==> config.mk <==
export PLATFORM = sky130hd
export DESIGN_NAME = ready_to_drive_status_fsm_flat
export DESIGN_NICKNAME = d
export VERILOG_FILES = /design/src/design/rtds_pkg.sv /design/src/design/rtds_in_if.sv /design/src/design/rtds_out_if.sv /design/src/design/rtds_cfg_if.sv /design/src/design/rtds_step.sv /design/src/design/ready_to_drive_status_fsm.sv /design/src/flat_wrapper.sv
export VERILOG_INCLUDE_DIRS = /design/src /design/src/design
export SDC_FILE = /design/constraint.sdc
export NUM_CORES = 1
export LEC_CHECK = 0
export BUFFER_PORTS_ARGS = -buffer_cell sky130_fd_sc_hd__buf_2
export CORE_MARGIN = 2
export CORE_UTILIZATION = 30
export DETAILED_ROUTE_END_ITERATION = 12
export PLACE_DENSITY = 0.49
export RECOVER_POWER = 25
export SYNTH_ARGS = -nofsm -noshare
export SYNTH_HDL_FRONTEND = slang
export SYNTH_HIERARCHICAL = 1
export SYNTH_SLANG_ARGS = --single-unit
==> constraint.sdc <==
create_clock -name clk -period 7.4 [get_ports clk]
set_input_delay 0 -clock clk [delete_from_list [all_inputs] [get_ports clk]]
set_output_delay 0 -clock clk [all_outputs]
set_load 0.03 [all_outputs]
==> src/design/ready_to_drive_status_fsm_macros.svh <==
// assertion macros for the ready-to-drive status supervisor
// used by ready_to_drive_status_fsm; no other dependencies
`ifndef READY_TO_DRIVE_STATUS_FSM_MACROS_SVH
`define READY_TO_DRIVE_STATUS_FSM_MACROS_SVH
`ifndef SYNTHESIS
`define RTDS_ASSERT_IMPLY(label, clk, rst, ante, cons) \
  label: assert property (@(posedge clk) disable iff (rst) (ante) |-> (cons)) \
    else $error("rtds assertion failed");
`define RTDS_ASSERT_NEXT(label, clk, rst, ante, cons) \
  label: assert property (@(posedge clk) disable iff (rst) (ante) |=> (cons)) \
    else $error("rtds assertion failed");
`else
`define RTDS_ASSERT_IMPLY(label, clk, rst, ante, cons)
`define RTDS_ASSERT_NEXT(label, clk, rst, ante, cons)
`endif
`endif

==> src/design/rtds_pkg.sv <==
// types and codes for the ready-to-drive status supervisor
// no dependencies; used by the interfaces, rtds_step and the top level
package rtds_pkg;

  localparam int PEDAL_W = 10;
  localparam int VOLT_W  = 14;
  localparam int COND_W  = 7;
  localparam int STAT_W  = 3;
  localparam int LIGHT_W = 2;
  localparam int CMD_W   = 2;
  localparam int ERR_W   = 4;
  localparam int EVT_W   = 2;
  localparam int REG_W   = 2;
  localparam int DATA_W  = 14;

  localparam logic [STAT_W-1:0] ST_INIT  = 3'd0;
  localparam logic [STAT_W-1:0] ST_READY = 3'd1;
  localparam logic [STAT_W-1:0] ST_RTD   = 3'd2;
  localparam logic [STAT_W-1:0] ST_RUN   = 3'd3;
  localparam logic [STAT_W-1:0] ST_ERR   = 3'd4;

  localparam logic [CMD_W-1:0] CMD_TICK  = 2'd0;
  localparam logic [CMD_W-1:0] CMD_ERROR = 2'd1;
  localparam logic [CMD_W-1:0] CMD_RESET = 2'd2;
  localparam logic [CMD_W-1:0] CMD_NONE  = 2'd3;

  localparam logic [LIGHT_W-1:0] LIGHT_OFF   = 2'd0;
  localparam logic [LIGHT_W-1:0] LIGHT_ON    = 2'd1;
  localparam logic [LIGHT_W-1:0] LIGHT_BLINK = 2'd2;

  localparam logic [EVT_W-1:0] EVT_NONE    = 2'd0;
  localparam logic [EVT_W-1:0] EVT_RAISED  = 2'd1;
  localparam logic [EVT_W-1:0] EVT_CLEARED = 2'd2;

  localparam logic [REG_W-1:0] REG_IMPL_APPS  = 2'd0;
  localparam logic [REG_W-1:0] REG_PLAUS_RST  = 2'd1;
  localparam logic [REG_W-1:0] REG_MIN_VOLT   = 2'd2;

  localparam int CB_PEDAL = 4;
  localparam int CB_NODES = 5;
  localparam int CB_VOLT  = 6;

  localparam logic [COND_W-1:0]  COND_RESET      = 7'h0F;
  localparam logic [PEDAL_W-1:0] IMPL_APPS_RESET = 10'd250;
  localparam logic [PEDAL_W-1:0] PLAUS_RST_RESET = 10'd50;
  localparam logic [VOLT_W-1:0]  MIN_VOLT_RESET  = 14'd3000;

  typedef struct packed {
    logic [PEDAL_W-1:0] implausible_apps_threshold;
    logic [PEDAL_W-1:0] plausible_reset_threshold;
    logic [VOLT_W-1:0]  minimum_bus_voltage;
  } cfg_t;

  typedef struct packed {
    logic [STAT_W-1:0]  status;
    logic [COND_W-1:0]  conditions;
    logic               vcu_led;
    logic [LIGHT_W-1:0] rtd_light;
  } state_t;

  typedef struct packed {
    logic [CMD_W-1:0]   command;
    logic [PEDAL_W-1:0] accel_sensor_a;
    logic [PEDAL_W-1:0] accel_sensor_b;
    logic               brake_pressed;
    logic               rtd_button;
    logic               rear_node_running;
    logic               inverter_fault;
    logic [VOLT_W-1:0]  bus_voltage;
    logic               siren_done;
    logic [ERR_W-1:0]   error_sources;
    logic               error_asserted;
  } item_t;

  typedef struct packed {
    logic               siren_start;
    logic               siren_stop;
    logic [EVT_W-1:0]   impl_event;
  } pulses_t;

  typedef struct packed {
    state_t  st;
    pulses_t pulses;
  } result_t;

endpackage

==> src/design/rtds_in_if.sv <==
// input item channel of the ready-to-drive status supervisor
// depends on rtds_pkg
interface rtds_in_if;
  logic                        valid;
  logic                        ready;
  logic [rtds_pkg::CMD_W-1:0]   command;
  logic [rtds_pkg::PEDAL_W-1:0] accel_sensor_a;
  logic [rtds_pkg::PEDAL_W-1:0] accel_sensor_b;
  logic                        brake_pressed;
  logic                        rtd_button;
  logic                        rear_node_running;
  logic                        inverter_fault;
  logic [rtds_pkg::VOLT_W-1:0]  bus_voltage;
  logic                        siren_done;
  logic [rtds_pkg::ERR_W-1:0]   error_sources;
  logic                        error_asserted;

  modport source (
    output valid, command, accel_sensor_a, accel_sensor_b, brake_pressed, rtd_button,
           rear_node_running, inverter_fault, bus_voltage, siren_done, error_sources,
           error_asserted,
    input  ready
  );
  modport sink (
    input  valid, command, accel_sensor_a, accel_sensor_b, brake_pressed, rtd_button,
           rear_node_running, inverter_fault, bus_voltage, siren_done, error_sources,
           error_asserted,
    output ready
  );
endinterface

==> src/design/rtds_out_if.sv <==
// result channel of the ready-to-drive status supervisor
// depends on rtds_pkg
interface rtds_out_if;
  logic                        valid;
  logic                        ready;
  logic [rtds_pkg::STAT_W-1:0]  status;
  logic [rtds_pkg::COND_W-1:0]  conditions;
  logic                        vcu_led;
  logic [rtds_pkg::LIGHT_W-1:0] rtd_light;
  logic                        siren_start;
  logic                        siren_stop;
  logic [rtds_pkg::EVT_W-1:0]   implausibility_event;

  modport source (
    output valid, status, conditions, vcu_led, rtd_light, siren_start, siren_stop,
           implausibility_event,
    input  ready
  );
  modport sink (
    input  valid, status, conditions, vcu_led, rtd_light, siren_start, siren_stop,
           implausibility_event,
    output ready
  );
endinterface

==> src/design/rtds_cfg_if.sv <==
// register write channel of the ready-to-drive status supervisor
// depends on rtds_pkg
interface rtds_cfg_if;
  logic                       valid;
  logic                       ready;
  logic [rtds_pkg::REG_W-1:0]  index;
  logic [rtds_pkg::DATA_W-1:0] data;

  modport source (output valid, index, data, input ready);
  modport sink (input valid, index, data, output ready);
endinterface

==> src/design/rtds_step.sv <==
// one step of the supervisor: next state and pulses from the current state and one item
// depends on rtds_pkg
module rtds_step (
  input  rtds_pkg::state_t  cur,
  input  rtds_pkg::item_t   item,
  input  rtds_pkg::cfg_t    cfg,
  output rtds_pkg::state_t  nxt,
  output rtds_pkg::pulses_t pulses
);
  import rtds_pkg::*;

  logic [PEDAL_W-1:0] apps;
  logic [COND_W-1:0]  tick_cond;
  logic [EVT_W-1:0]   tick_event;
  logic               all_ok;

  assign apps = (item.accel_sensor_a > item.accel_sensor_b) ? item.accel_sensor_a
                                                            : item.accel_sensor_b;

  // pedal plausibility with hysteresis, node health, bus voltage
  always_comb begin
    tick_cond  = cur.conditions;
    tick_event = EVT_NONE;
    if (cur.conditions[CB_PEDAL]) begin
      if (item.brake_pressed && (apps > cfg.implausible_apps_threshold)) begin
        tick_cond[CB_PEDAL] = 1'b0;
        tick_event          = EVT_RAISED;
      end
    end else if (apps < cfg.plausible_reset_threshold) begin
      tick_cond[CB_PEDAL] = 1'b1;
      tick_event          = EVT_CLEARED;
    end
    tick_cond[CB_NODES] = item.rear_node_running && !item.inverter_fault;
    tick_cond[CB_VOLT]  = item.bus_voltage >= cfg.minimum_bus_voltage;
  end

  assign all_ok = &tick_cond;

  always_comb begin
    nxt    = cur;
    pulses = '0;
    unique case (item.command)
      CMD_TICK: begin
        nxt.conditions    = tick_cond;
        pulses.impl_event = tick_event;
        unique case (cur.status)
          ST_INIT: begin
            if (all_ok) begin
              nxt.vcu_led = 1'b0;
              nxt.status  = ST_READY;
            end
          end
          ST_READY: begin
            if (all_ok) begin
              if (item.brake_pressed) begin
                if (item.rtd_button) begin
                  pulses.siren_start = 1'b1;
                  nxt.status         = ST_RTD;
                end else begin
                  nxt.rtd_light = LIGHT_ON;
                end
              end else begin
                nxt.rtd_light = LIGHT_BLINK;
              end
            end else begin
              nxt.status    = ST_ERR;
              nxt.rtd_light = LIGHT_OFF;
              nxt.vcu_led   = 1'b1;
            end
          end
          ST_RTD: begin
            if (item.siren_done) begin
              if (cur.rtd_light != LIGHT_BLINK) begin
                nxt.rtd_light = LIGHT_OFF;
              end
              nxt.status = ST_RUN;
            end
          end
          ST_RUN: begin
            if (!all_ok) begin
              nxt.vcu_led = 1'b1;
              nxt.status  = ST_ERR;
            end
          end
          default: begin
            if (all_ok) begin
              nxt.vcu_led = 1'b0;
              nxt.status  = ST_READY;
            end
          end
        endcase
      end
      CMD_ERROR: begin
        if (item.error_asserted) begin
          nxt.conditions[ERR_W-1:0] = cur.conditions[ERR_W-1:0] & ~item.error_sources;
        end else begin
          nxt.conditions[ERR_W-1:0] = cur.conditions[ERR_W-1:0] | item.error_sources;
        end
      end
      CMD_RESET: begin
        if (cur.status == ST_RTD) begin
          pulses.siren_stop = 1'b1;
          nxt.status        = ST_READY;
        end else if (cur.status == ST_RUN) begin
          nxt.status = ST_READY;
        end
      end
      CMD_NONE: begin
        nxt = cur;
      end
      default: begin
        nxt = cur;
      end
    endcase
  end

endmodule

==> src/design/ready_to_drive_status_fsm.sv <==
// ready-to-drive status supervisor, top level
// depends on rtds_pkg, rtds_in_if, rtds_out_if, rtds_cfg_if, rtds_step and the macro header
//
// channels: item (sink) takes ticks, error events and reset requests; result (source)
// returns one result per item, in order; cfg (sink) writes the three threshold
// registers, index 0 apps implausibility level, 1 plausibility reset level, 2 minimum
// bus voltage. cfg is always ready; the user must write it only while idle, which the
// block does not enforce. a transferred item is held in the input register, passes
// through rtds_step into the result register and stays there until taken.
// throughput: one item per cycle while results are taken; the step is one pass through
// rtds_step between input and result register, and the state updates in that pass.
// stall: when the result is not taken, the result register holds and the input
// register fills; item.ready drops only when both are full.
// reset (rst, synchronous): status init, conditions 0x0f, fault led on, light off,
// thresholds back to 250, 50 and 3000, both registers empty.
`include "ready_to_drive_status_fsm_macros.svh"
module ready_to_drive_status_fsm (
  input  logic       clk,
  input  logic       rst,
  rtds_in_if.sink    item,
  rtds_out_if.source result,
  rtds_cfg_if.sink   cfg
);
  import rtds_pkg::*;

  cfg_t    cfg_regs;
  state_t  state;
  state_t  state_next;
  pulses_t pulses_next;
  item_t   s1_item;
  logic    s1_valid;
  result_t res;
  logic    res_valid;
  logic    out_free;
  logic    s1_fire;
  logic    in_fire;

  assign out_free = !res_valid || result.ready;
  assign s1_fire  = s1_valid && out_free;
  assign item.ready = !s1_valid || out_free;
  assign in_fire  = item.valid && item.ready;
  assign cfg.ready = 1'b1;

  // register writes
  always_ff @(posedge clk) begin
    if (rst) begin
      cfg_regs.implausible_apps_threshold <= IMPL_APPS_RESET;
      cfg_regs.plausible_reset_threshold  <= PLAUS_RST_RESET;
      cfg_regs.minimum_bus_voltage        <= MIN_VOLT_RESET;
    end else if (cfg.valid) begin
      unique case (cfg.index)
        REG_IMPL_APPS: cfg_regs.implausible_apps_threshold <= cfg.data[PEDAL_W-1:0];
        REG_PLAUS_RST: cfg_regs.plausible_reset_threshold  <= cfg.data[PEDAL_W-1:0];
        REG_MIN_VOLT:  cfg_regs.minimum_bus_voltage        <= cfg.data[VOLT_W-1:0];
        default: ;
      endcase
    end
  end

  // input register
  always_ff @(posedge clk) begin
    if (rst) begin
      s1_valid <= 1'b0;
    end else if (in_fire) begin
      s1_valid <= 1'b1;
    end else if (s1_fire) begin
      s1_valid <= 1'b0;
    end
  end

  always_ff @(posedge clk) begin
    if (in_fire) begin
      s1_item.command           <= item.command;
      s1_item.accel_sensor_a    <= item.accel_sensor_a;
      s1_item.accel_sensor_b    <= item.accel_sensor_b;
      s1_item.brake_pressed     <= item.brake_pressed;
      s1_item.rtd_button        <= item.rtd_button;
      s1_item.rear_node_running <= item.rear_node_running;
      s1_item.inverter_fault    <= item.inverter_fault;
      s1_item.bus_voltage       <= item.bus_voltage;
      s1_item.siren_done        <= item.siren_done;
      s1_item.error_sources     <= item.error_sources;
      s1_item.error_asserted    <= item.error_asserted;
    end
  end

  rtds_step u_step (
    .cur    (state),
    .item   (s1_item),
    .cfg    (cfg_regs),
    .nxt    (state_next),
    .pulses (pulses_next)
  );

  // supervisor state
  always_ff @(posedge clk) begin
    if (rst) begin
      state.status     <= ST_INIT;
      state.conditions <= COND_RESET;
      state.vcu_led    <= 1'b1;
      state.rtd_light  <= LIGHT_OFF;
    end else if (s1_fire) begin
      state <= state_next;
    end
  end

  // result register
  always_ff @(posedge clk) begin
    if (rst) begin
      res_valid <= 1'b0;
    end else if (s1_fire) begin
      res_valid <= 1'b1;
    end else if (result.ready) begin
      res_valid <= 1'b0;
    end
  end

  always_ff @(posedge clk) begin
    if (s1_fire) begin
      res.st     <= state_next;
      res.pulses <= pulses_next;
    end
  end

  assign result.valid                = res_valid;
  assign result.status               = res.st.status;
  assign result.conditions           = res.st.conditions;
  assign result.vcu_led              = res.st.vcu_led;
  assign result.rtd_light            = res.st.rtd_light;
  assign result.siren_start          = res.pulses.siren_start;
  assign result.siren_stop           = res.pulses.siren_stop;
  assign result.implausibility_event = res.pulses.impl_event;

  // fault led is off exactly in the driving-side states
  `RTDS_ASSERT_IMPLY(a_led_state, clk, rst, !state.vcu_led,
    (state.status == ST_READY) || (state.status == ST_RTD) || (state.status == ST_RUN))
  // siren start only goes out with the rtd sound status
  `RTDS_ASSERT_IMPLY(a_start_rtd, clk, rst, res_valid && res.pulses.siren_start,
    res.st.status == ST_RTD)
  // siren stop only goes out with the ready status
  `RTDS_ASSERT_IMPLY(a_stop_ready, clk, rst, res_valid && res.pulses.siren_stop,
    res.st.status == ST_READY)
  // a transferred item is held in the input register
  `RTDS_ASSERT_NEXT(a_in_held, clk, rst, in_fire, s1_valid)

endmodule

==> src/flat_wrapper.sv <==
// flat-port wrapper written by rule: the top's interface ports become plain ports
module ready_to_drive_status_fsm_flat import rtds_pkg::*;
  (clk, rst, item_valid, item_command, item_accel_sensor_a, item_accel_sensor_b, item_brake_pressed, item_rtd_button, item_rear_node_running, item_inverter_fault, item_bus_voltage, item_siren_done, item_error_sources, item_error_asserted, item_ready, result_valid, result_status, result_conditions, result_vcu_led, result_rtd_light, result_siren_start, result_siren_stop, result_implausibility_event, result_ready, cfg_valid, cfg_index, cfg_data, cfg_ready);
  rtds_in_if item_i ();
  rtds_out_if result_i ();
  rtds_cfg_if cfg_i ();
  input  logic clk;
  input  logic rst;
  input wire logic [$bits(item_i.valid)-1:0] item_valid;
  input wire logic [$bits(item_i.command)-1:0] item_command;
  input wire logic [$bits(item_i.accel_sensor_a)-1:0] item_accel_sensor_a;
  input wire logic [$bits(item_i.accel_sensor_b)-1:0] item_accel_sensor_b;
  input wire logic [$bits(item_i.brake_pressed)-1:0] item_brake_pressed;
  input wire logic [$bits(item_i.rtd_button)-1:0] item_rtd_button;
  input wire logic [$bits(item_i.rear_node_running)-1:0] item_rear_node_running;
  input wire logic [$bits(item_i.inverter_fault)-1:0] item_inverter_fault;
  input wire logic [$bits(item_i.bus_voltage)-1:0] item_bus_voltage;
  input wire logic [$bits(item_i.siren_done)-1:0] item_siren_done;
  input wire logic [$bits(item_i.error_sources)-1:0] item_error_sources;
  input wire logic [$bits(item_i.error_asserted)-1:0] item_error_asserted;
  output wire logic [$bits(item_i.ready)-1:0] item_ready;
  output wire logic [$bits(result_i.valid)-1:0] result_valid;
  output wire logic [$bits(result_i.status)-1:0] result_status;
  output wire logic [$bits(result_i.conditions)-1:0] result_conditions;
  output wire logic [$bits(result_i.vcu_led)-1:0] result_vcu_led;
  output wire logic [$bits(result_i.rtd_light)-1:0] result_rtd_light;
  output wire logic [$bits(result_i.siren_start)-1:0] result_siren_start;
  output wire logic [$bits(result_i.siren_stop)-1:0] result_siren_stop;
  output wire logic [$bits(result_i.implausibility_event)-1:0] result_implausibility_event;
  input wire logic [$bits(result_i.ready)-1:0] result_ready;
  input wire logic [$bits(cfg_i.valid)-1:0] cfg_valid;
  input wire logic [$bits(cfg_i.index)-1:0] cfg_index;
  input wire logic [$bits(cfg_i.data)-1:0] cfg_data;
  output wire logic [$bits(cfg_i.ready)-1:0] cfg_ready;
  assign item_i.valid = item_valid;
  assign item_i.command = item_command;
  assign item_i.accel_sensor_a = item_accel_sensor_a;
  assign item_i.accel_sensor_b = item_accel_sensor_b;
  assign item_i.brake_pressed = item_brake_pressed;
  assign item_i.rtd_button = item_rtd_button;
  assign item_i.rear_node_running = item_rear_node_running;
  assign item_i.inverter_fault = item_inverter_fault;
  assign item_i.bus_voltage = item_bus_voltage;
  assign item_i.siren_done = item_siren_done;
  assign item_i.error_sources = item_error_sources;
  assign item_i.error_asserted = item_error_asserted;
  assign item_ready = item_i.ready;
  assign result_valid = result_i.valid;
  assign result_status = result_i.status;
  assign result_conditions = result_i.conditions;
  assign result_vcu_led = result_i.vcu_led;
  assign result_rtd_light = result_i.rtd_light;
  assign result_siren_start = result_i.siren_start;
  assign result_siren_stop = result_i.siren_stop;
  assign result_implausibility_event = result_i.implausibility_event;
  assign result_i.ready = result_ready;
  assign cfg_i.valid = cfg_valid;
  assign cfg_i.index = cfg_index;
  assign cfg_i.data = cfg_data;
  assign cfg_ready = cfg_i.ready;
  ready_to_drive_status_fsm u_core (.clk(clk), .rst(rst), .item(item_i), .result(result_i), .cfg(cfg_i));
endmodule
Word-level counts from Yosys, hierarchy flattened
Index checks and enable logic that the tools add are counted.
Widths: inputs -> output; s select.
Word-level totals
  memory bits (read-only): 0
  bits of input ports: 67
  output and inout bits: 20
  bits in writable memories: 0
  memories: 0
  word-level logic and storage cells: 97
  bits in registers: 112
  bits in latches: 0
Operators by class
  add/subtract/negate cells: 0
  eq/ne operators: 8
  bitwise operators: 3
  multipliers: 0
  $lt $le $gt $ge: 4
  shift operators: 0
  muxes and demuxes: 36
  reductions and logical operators: 19
  divide/modulo/power cells: 0
Operators by type and width (number)
  $mux 3: 10
  $gt 10x10->1: 2
  $ge 14x14->1: 1
  $mux 2: 7
  $mux 1: 12
  $lt 10x10->1: 1
  $mux 10: 1
  $reduce_and 10->1: 1
  $pmux 3 s3: 1
  $mux 4: 2
  $reduce_and 7->1: 1
  $eq 3x2->1 const B: 2
  $pmux 3 s2: 1
  $reduce_and 2->1: 3
  $and 4x4->4: 1
  $eq 2x1->1 const B: 2
  $eq 2x2->1 const B: 2
  $logic_and 1x1->1: 4
  $logic_not 2->1: 2
  $not 4->4: 1
  $or 4x4->4: 1
  $pmux 2 s2: 1
  $reduce_bool 2->1: 2
  $eq 3x1->1 const B: 1
  5 further kinds: 8

Logic depth before layout (Yosys ltp)
Gate-level depths: netlist (run 1).
  depth after elaboration: 10
  gate-level depth with buffers: 20
  mapped depth without buffers: 19

By module
Netlist (run 1), hierarchy kept.
Modules (own cells, without submodules)
  ready_to_drive_status_fsm: instances 1, area each 3767.4 um^2, seq. area each 2872.8 um^2, cells each 271
  rtds_step: instances 1, area each 1711.6 um^2, seq. area each 0.0 um^2, cells each 244

Worst setup path after synthesis (run 1)
No wires, ideal clock.
  path type: register -> register
  from: register u_core/s1_item[38] (netlist name)
  to: register u_core/state[2] (netlist name)
  arrival time: 4.073 ns
  path buffers: 1
  stages on the path, launching flop included: 20
  library setup time: 0.120 ns
  period minus slack after synthesis: 4.193 ns
  data required time: 7.280 ns
  path slack: 3.207 ns
  cell sequence: edfxtp_1 > ha_1 > a21oi_1 > nand2_1 > a211oi_2 > o21a_1 > or2_2 > clkbuf_1 > mux2_2 > ha_1 > a21o_1 > a21o_1 > a2111oi_4 > nor2_1 > nor4_2 > o31ai_2 > o31ai_1 > o21ai_0 > nor2_1 > mux2i_1
RTL lines
  start: declaration: RTL line ready_to_drive_status_fsm.sv:30  | item_t s1_item;
  end signal: assignment: RTL line ready_to_drive_status_fsm.sv:103  | state <= state_next;
  end: declaration: RTL line ready_to_drive_status_fsm.sv:27  | state_t state;

==> impl_results.md, run 1 <==
* Cell count after synthesis at 515
* Syn Area/Cell at 10.6 sq um
* Num ports at 87
* RSZ-0062 raised after global routing: false
* Gr usage total at 0.137
* Fmax at 227 MHz
* Latest clock arrival within the worst-skew pair at 0.35 ns
* Final Skew at 0.00850 ns
* Final antenna-violating net count at 0
* Top cell type's share of synthesized area at 0.345
* Clk buf depth at 2
* Slew margin rel. at 0.335
* Crit path DAT at 4.61 ns
* Die W at 139 um
* Critical path's slowest cell: mux2_2
* Initial Utilization at 0.305
* R2r startpoint: u_core/s1_item[38]$_DFFE_PP_
* Worst Min Path Start: cfg_index[0]
* Worst path cell trace: ha_1 > a21oi_1 > nand2_1 > a211oi_2 > o21a_1 > or2_2 > mux2_2 > ha_1 > and4_2 > o21a_1 > a2111oi_4 > nor2_1 > nor4_2 > o31ai_2 > o31ai_1 > o21ai_0 > nor2_1 > mux2i_1
* Via count at 4130
* Post-synth EDFFs at 63
* P per Cell Area at 206 nW/um^2
* Core area at 18000 sq um
* Via density at 4.64
* Worst setup SP type: flop
* Syn-to-layout area delta at 29.2%
* Fraction of registers with async set/reset at 0
* Num rows at 49
* Leak Pwr at 2.93 nW
* Die area at 19400 sq um
* Root Buffer: clkbuf_16
* Routability cong. at 0.860
* Final slew viol count at 0
* Final net count at 766
* Syn nets at 625
* Antenna Cells at 0
* Global-route wire length before repair at 21200 um
* Worst-path fanout max at 9
* Initial DRC count at 205
* Post-layout min period at 4.40 ns
* Critical path buffer and inverter count at 0
* Largest net degree at the start of global routing at 72
* Worst EP required at 7.61 ns
* Number of global-route vias before repair at 4317
* Synthesized cell area at 5480 sq um
* Top FF cell, synth: edfxtp_1
* Sequential element share of the synthesized area at 0.524
* Status: completed
* CTS clk-pin slew, worst paths at 0.07 ns
* CP Capture Type: flop
* Post-synth top cells: edfxtp_1 (63), inv_1 (50), dfxtp_1 (49), nand2_1 (49), a21oi_1 (46)
* Max-cap viol count at 0
* Final setup viols at 0
* Fin. Hold Viols at 0
* Setup TNS at 0 ns
* Synth top area cells: edfxtp_1 (35%), dfxtp_1 (18%), ha_1 (9.8%)
* CTS tree: done
* Yosys warns at 6
* DRC at 0
* Total power at 1.46 mW
* Final global-route overflow total at 0
* Detailed Route WL at 12700 um
* Peak VDD IR at 110 uV
* Seq cells post-synth at 112
* DR WL/cell at 14.2 um
* Final cycle utilization of the critical path at 0.595
* Most frequent cell after synthesis: edfxtp_1
* Critical path startpoint: u_core/s1_item[38]$_DFFE_PP_
* Worst hold-check path type: input pin to flop
* Cell taking the most area after synthesis: edfxtp_1
* TritonRoute pass-1 iters at 5
* Port bufs at 85
* CP Class: flop to flop
* Yosys cell types at 56
* Htree depth at 3
* Crit path largest cell delay at 0.41 ns
* Num CTS Buffers at 9
* Layout cells sized above 1 at 0.203
* Clk sinks at 112
* Dpl hpwl at 8860 um
* Initial antenna violation count at 0
* Tightest Pin Transition at 0.996 ns
* Top Family by Delay on Critical Path: compound AO/OA/AOI/OAI gates
* Die span in y at 139 um
## layout make-up
cell class                 count  area (sq um)
fill                        1813         10900
tap                          229           287
inverter                      50           188
timing repair buffer         150          1060
multi-input combinational    333          2330
clock inverter                 7           118
clock buffer                   9           225
sequential                   112          2870
## flip-flops by register name, summed over array words and instances (netlist names), 2 cells and up
| signal | flops |
|---|---|
| u_core/state | 13 |
| u_core/result.rtd_light | 2 |
| u_core/result.conditions | 7 |
| u_core/s1_item | 46 |
| u_core/result.status | 3 |
| u_core/cfg_regs | 34 |
| u_core/result.implausibility_event | 2 |
## metal layers
layer,vias to the layer above,global-route usage,share of wire
li1,2096,-,-
met1,1931,0.178,0.47
met2,85,0.225,0.47
met3,18,0.0249,0.036
met4,0,0.0553,0.018
met5,-,0,0
## cell usage in the layout (no fill, tap or decap), types with 3 or more instances in the layout
cell and n:
nor2_1 41, a31oi_1 4, clkbuf_1 6, nand3b_1 3, ha_1 43, clkbuf_16 9, a21o_1 5, nand3_1 4
dlygate4sd3_1 63, o2111ai_1 3, mux2_2 9, or2_2 3, nor3_1 24, o21a_1 3, edfxtp_1 63, mux2i_1 18
nand2_1 49, nand4_1 5, dfxtp_1 49, a21oi_2 5, bufinv_16 3, nand2b_1 20, o21ai_0 9, inv_1 50
a21oi_1 45, buf_2 79
## cell families after synthesis
logic type / count (synthesis) / share of synthesized area
DFF: 112 / 0.524
buffers and inverters: 70 / 0.0546
and+or+nand+nor: 170 / 0.159
muxes: 27 / 0.0514
adders and majority gates: 43 / 0.0982
AOI/OAI and AO/OA: 92 / 0.111
other: 1 / 0.000684
## worst paths after layout
kind / endpoint / slack [ns] / depth (start not counted)
worst max-delay path: u_core/state[2]$_SDFFE_PP1P_ / 3.00 / 18
worst max register to register: u_core/state[2]$_SDFFE_PP1P_ / 3.00 / 18
worst min register to register: u_core/cfg_regs[21]$_SDFFE_PP0P_ / 0.46 / 2
worst min-delay path: u_core/cfg_regs[30]$_SDFFE_PP1P_ / 0.07 / 3
## report_power, final
part | internal, mW | switching (mW) | total, mW | leakage (nW)
logic | 0.0909 | 0.102 | 0.193 | 1.76
registers | 0.685 | 0.0138 | 0.699 | 1.00
clock network | 0.332 | 0.231 | 0.564 | 0.170
total | 1.11 | 0.347 | 1.46 | 2.93
## worst reg2reg max path, stage by stage, from the launching register on
cell and delay, ns:
edfxtp_1 0.40, ha_1 0.33, a21oi_1 0.16, nand2_1 0.08, a211oi_2 0.27, o21a_1 0.14
or2_2 0.25, mux2_2 0.41, ha_1 0.34, and4_2 0.24, o21a_1 0.13, a2111oi_4 0.34
nor2_1 0.12, nor4_2 0.30, o31ai_2 0.17, o31ai_1 0.24, o21ai_0 0.15, nor2_1 0.12
mux2i_1 0.08
## repair_timing
action                    in CTS  in global routing
resized for setup              0                  0
hold buffers                  63                  0
buffers inserted               0                  0
hold endpoints to repair      82                  0
## stage by stage
step | hold WS, ns | std cells | cell area (sq um) | setup WS (ns) | util
after CTS | 0.0554 | 890 | 7090 | 2.99 | 0.395
after detailed placement | 0.178 | 811 | 6110 | 3.03 | 0.340
after global placement | 0.177 | 811 | 6110 | 3.14 | 0.340
after floorplan | 0.0989 | 515 | 5480 | 3.21 | -
after global routing | 0.105 | 890 | 7080 | 2.66 | 0.394
final | 0.0669 | 890 | 7080 | 3.00 | 0.394
Power figures use the tool's default switching activity.
==> inputs of run 2 (changes only) <==
==> constraint.sdc (replaced) <==
create_clock -name clk -period 4.58 [get_ports clk]
set_input_delay 0 -clock clk [delete_from_list [all_inputs] [get_ports clk]]
set_output_delay 0 -clock clk [all_outputs]
set_load 0.03 [all_outputs]
==> run 2 against run 1 <==
Register-to-register slack got worse by 2.7 ns. Sequential share of layout area increased by 0.23 points. Non-clock buffer count increased by 1.
==> impl_results.md, run 2 (same netlist as run 1, synthesis figures left out) <==
* Status: completed
* Internal at 1.63 mW (+47%)
* P per Cell Area at 310 nW/um^2 (+51%)
* Top reg by flops: u_core/s1_item
* Final net count at 767 (+0.13%)
* Layout cells sized above 1 at 0.210 (+0.00725)
* Clk sinks at 112 (unchanged)
* Flop pwr share at 0.517 (+0.037)
* Root Buffer: clkbuf_16
* Initial antenna violation count at 0 (unchanged)
* Via count at 4157 (+0.65%)
* Worst setup SP type: flop
* Leak Pwr at 2.90 nW (-1.0%)
* CTS clk-pin slew, worst paths at 0.07 ns (about the same)
* DR WL/cell at 14.1 um (-0.85%)
* Antenna Cells at 0 (unchanged)
* Initial DRC count at 187 (-8.8%)
* Largest net degree at the start of global routing at 72 (unchanged)
* Worst path cell trace: ha_1 > a21oi_1 > nand2_1 > a211oi_2 > o21a_1 > or2_4 > mux2_2 > ha_1 > and4_2 > o21a_1 > a2111oi_4 > nor2_1 > nor4_2 > o31ai_4 > o31ai_1 > o21ai_1 > nor2_1 > mux2i_1
* CP Capture Type: flop
* Post-layout instance area at 7040 sq um (-0.57%)
* Final setup viols at 0 (unchanged)
* Crit path DAT at 4.51 ns (-0.10 ns)
* Final cycle utilization of the critical path at 0.939 (+0.345)
* Dpl hpwl at 8880 um (+0.20%)
* Worst hold-check path type: input pin to flop
* Detailed Route WL at 12600 um (-0.74%)
* Setup TNS at 0 ns (unchanged)
* Cells after DPL at 811 (unchanged)
* Routability cong. at 0.865 (+0.57%)
* Comb power frac at 0.145 (+0.012)
* Slew margin rel. at 0.355 (+0.0207)
* Total power at 2.18 mW (+50%)
* Layout Cells excl Fill at 891 (+0.11%)
* Die span in y at 139 um (unchanged)
* TritonRoute pass-1 iters at 4 (-1)
* Worst setup margin at 0.278 ns (-2.72 ns)
* Final slew viol count at 0 (unchanged)
* Final global-route overflow total at 0 (unchanged)
* Post-layout min period at 4.30 ns (-0.0984 ns)
* Number of flip-flops in the largest register at 46 (unchanged)
* Most frequent cells in the layout: buf_2 (81), dlygate4sd3_1 (63), edfxtp_1 (63)
* CP Class: flop to flop
* Latest clock arrival within the worst-skew pair at 0.35 ns (about the same)
* Critical path's slowest cell: edfxtp_1
* Worst EP required at 4.79 ns (-2.82 ns)
* DRC at 0 (unchanged)
* Gr usage total at 0.135 (-0.00128)
* Critical path buffer and inverter count at 0 (unchanged)
* Via density at 4.67 (+0.54%)
* CTS tree: done
* Num CTS Buffers at 9 (unchanged)
* Crit path largest cell delay at 0.41 ns (about the same)
* Fin util at 0.392 (-0.00223)
* Largest registers: u_core/s1_item: 46 flops, u_core/cfg_regs: 34 flops, u_core/state: 13 flops
* RSZ-0062 raised after global routing: false
* Num ports at 87 (unchanged)
* Worst-path fanout max at 9 (unchanged)
* Port bufs at 85 (unchanged)
* Tightest Pin Transition at 0.965 ns (-0.0310 ns)
* Fin. Hold Viols at 0 (unchanged)
* Switch Pwr at 0.558 mW (+61%)
* Core area at 18000 sq um (unchanged)
* Number of global-route vias before repair at 4217 (-2.3%)
* Clk pwr share at 0.338 (-0.049)
* Hold WS at 0.0752 ns (+0.00829 ns)
* Initial Utilization at 0.305 (unchanged)
* Fmax at 232 MHz (+2.3%)
* Sw Share at 0.255 (+0.0169)
* Max-cap viol count at 0 (unchanged)
* Die W at 139 um (unchanged)
* Num rows at 49 (unchanged)
* Commonest non-fill, non-tap cell in the layout: buf_2
* Clk buf depth at 2 (unchanged)
* Peak VDD IR at 188 uV (+71%)
* Die area at 19400 sq um (unchanged)
* Placed inst area at 6110 sq um (unchanged)
* Final Skew at 0.00659 ns (-0.00191 ns)
* Htree depth at 3 (unchanged)
* Global-route wire length before repair at 21000 um (-1.2%)
* Top Family by Delay on Critical Path: compound AO/OA/AOI/OAI gates
* Dpl ws at 0.201 ns (-2.83 ns)
* Final antenna-violating net count at 0 (unchanged)
* Syn-to-layout area delta at 28.5%
-- run 2: cell count changes in the layout (fill, tap and decap cells not counted), sizes merged --
cell and delta:
buf +3, bufinv -3, clkinv +1, clkinvlp +2, clkbuf -2
-- run 2: final timing paths --
check	start	end	slack, ns	cells past startpoint
hold / removal	cfg_index[0]	u_core/cfg_regs[30]$_SDFFE_PP1P_	0.08	3
setup / recovery	u_core/s1_item[38]$_DFFE_PP_	u_core/state[2]$_SDFFE_PP1P_	0.28	18
setup reg to reg	u_core/s1_item[38]$_DFFE_PP_	u_core/state[2]$_SDFFE_PP1P_	0.28	18
hold reg to reg	u_core/cfg_regs[23]$_SDFFE_PP0P_	u_core/cfg_regs[23]$_SDFFE_PP0P_	0.46	2
-- run 2: layout make-up --
class,instances,area (sq um)
fill,1784,10900
sequential,112,2870
multi-input combinational,333,2350
timing repair buffer,151,1070
tap,229,287
clock buffer,9,225
inverter,50,188
clock inverter,7,46.3
-- run 2: worst register-to-register path, cell delays in order (launching register included) --
cell and delay (ns):
edfxtp_1 0.41, ha_1 0.34, a21oi_1 0.17, nand2_1 0.08
a211oi_2 0.24, o21a_1 0.15, or2_4 0.19, mux2_2 0.38
ha_1 0.33, and4_2 0.24, o21a_1 0.13, a2111oi_4 0.34
nor2_1 0.12, nor4_2 0.32, o31ai_4 0.18, o31ai_1 0.25
o21ai_1 0.11, nor2_1 0.11, mux2i_1 0.08
-- run 2: routing by layer --
metal | wire (um) | global-route usage
met2 | 6050 | 0.227
met5 | 0 | 0
met1 | 5910 | 0.173
met4 | 149 | 0.0500
met3 | 448 | 0.0269
-- run 2: power groups by stage --
stage	sequential, mW	clock [mW]	combinational, mW
after CTS	1.13	0.777	0.313
after global placement	1.15	0	0.267
after floorplan	1.16	0	0.177
after global routing	1.14	0.809	0.354
after detailed placement	1.15	0	0.271
final	1.13	0.739	0.316
-- run 2: repair_timing --
item / in CTS / in global routing
endpoints found under the setup margin: 0 / 8
endpoints found under the hold margin: 82 / 0
buffers inserted: 0 / 1
gates resized for setup: 0 / 6
hold buffers: 63 / 0
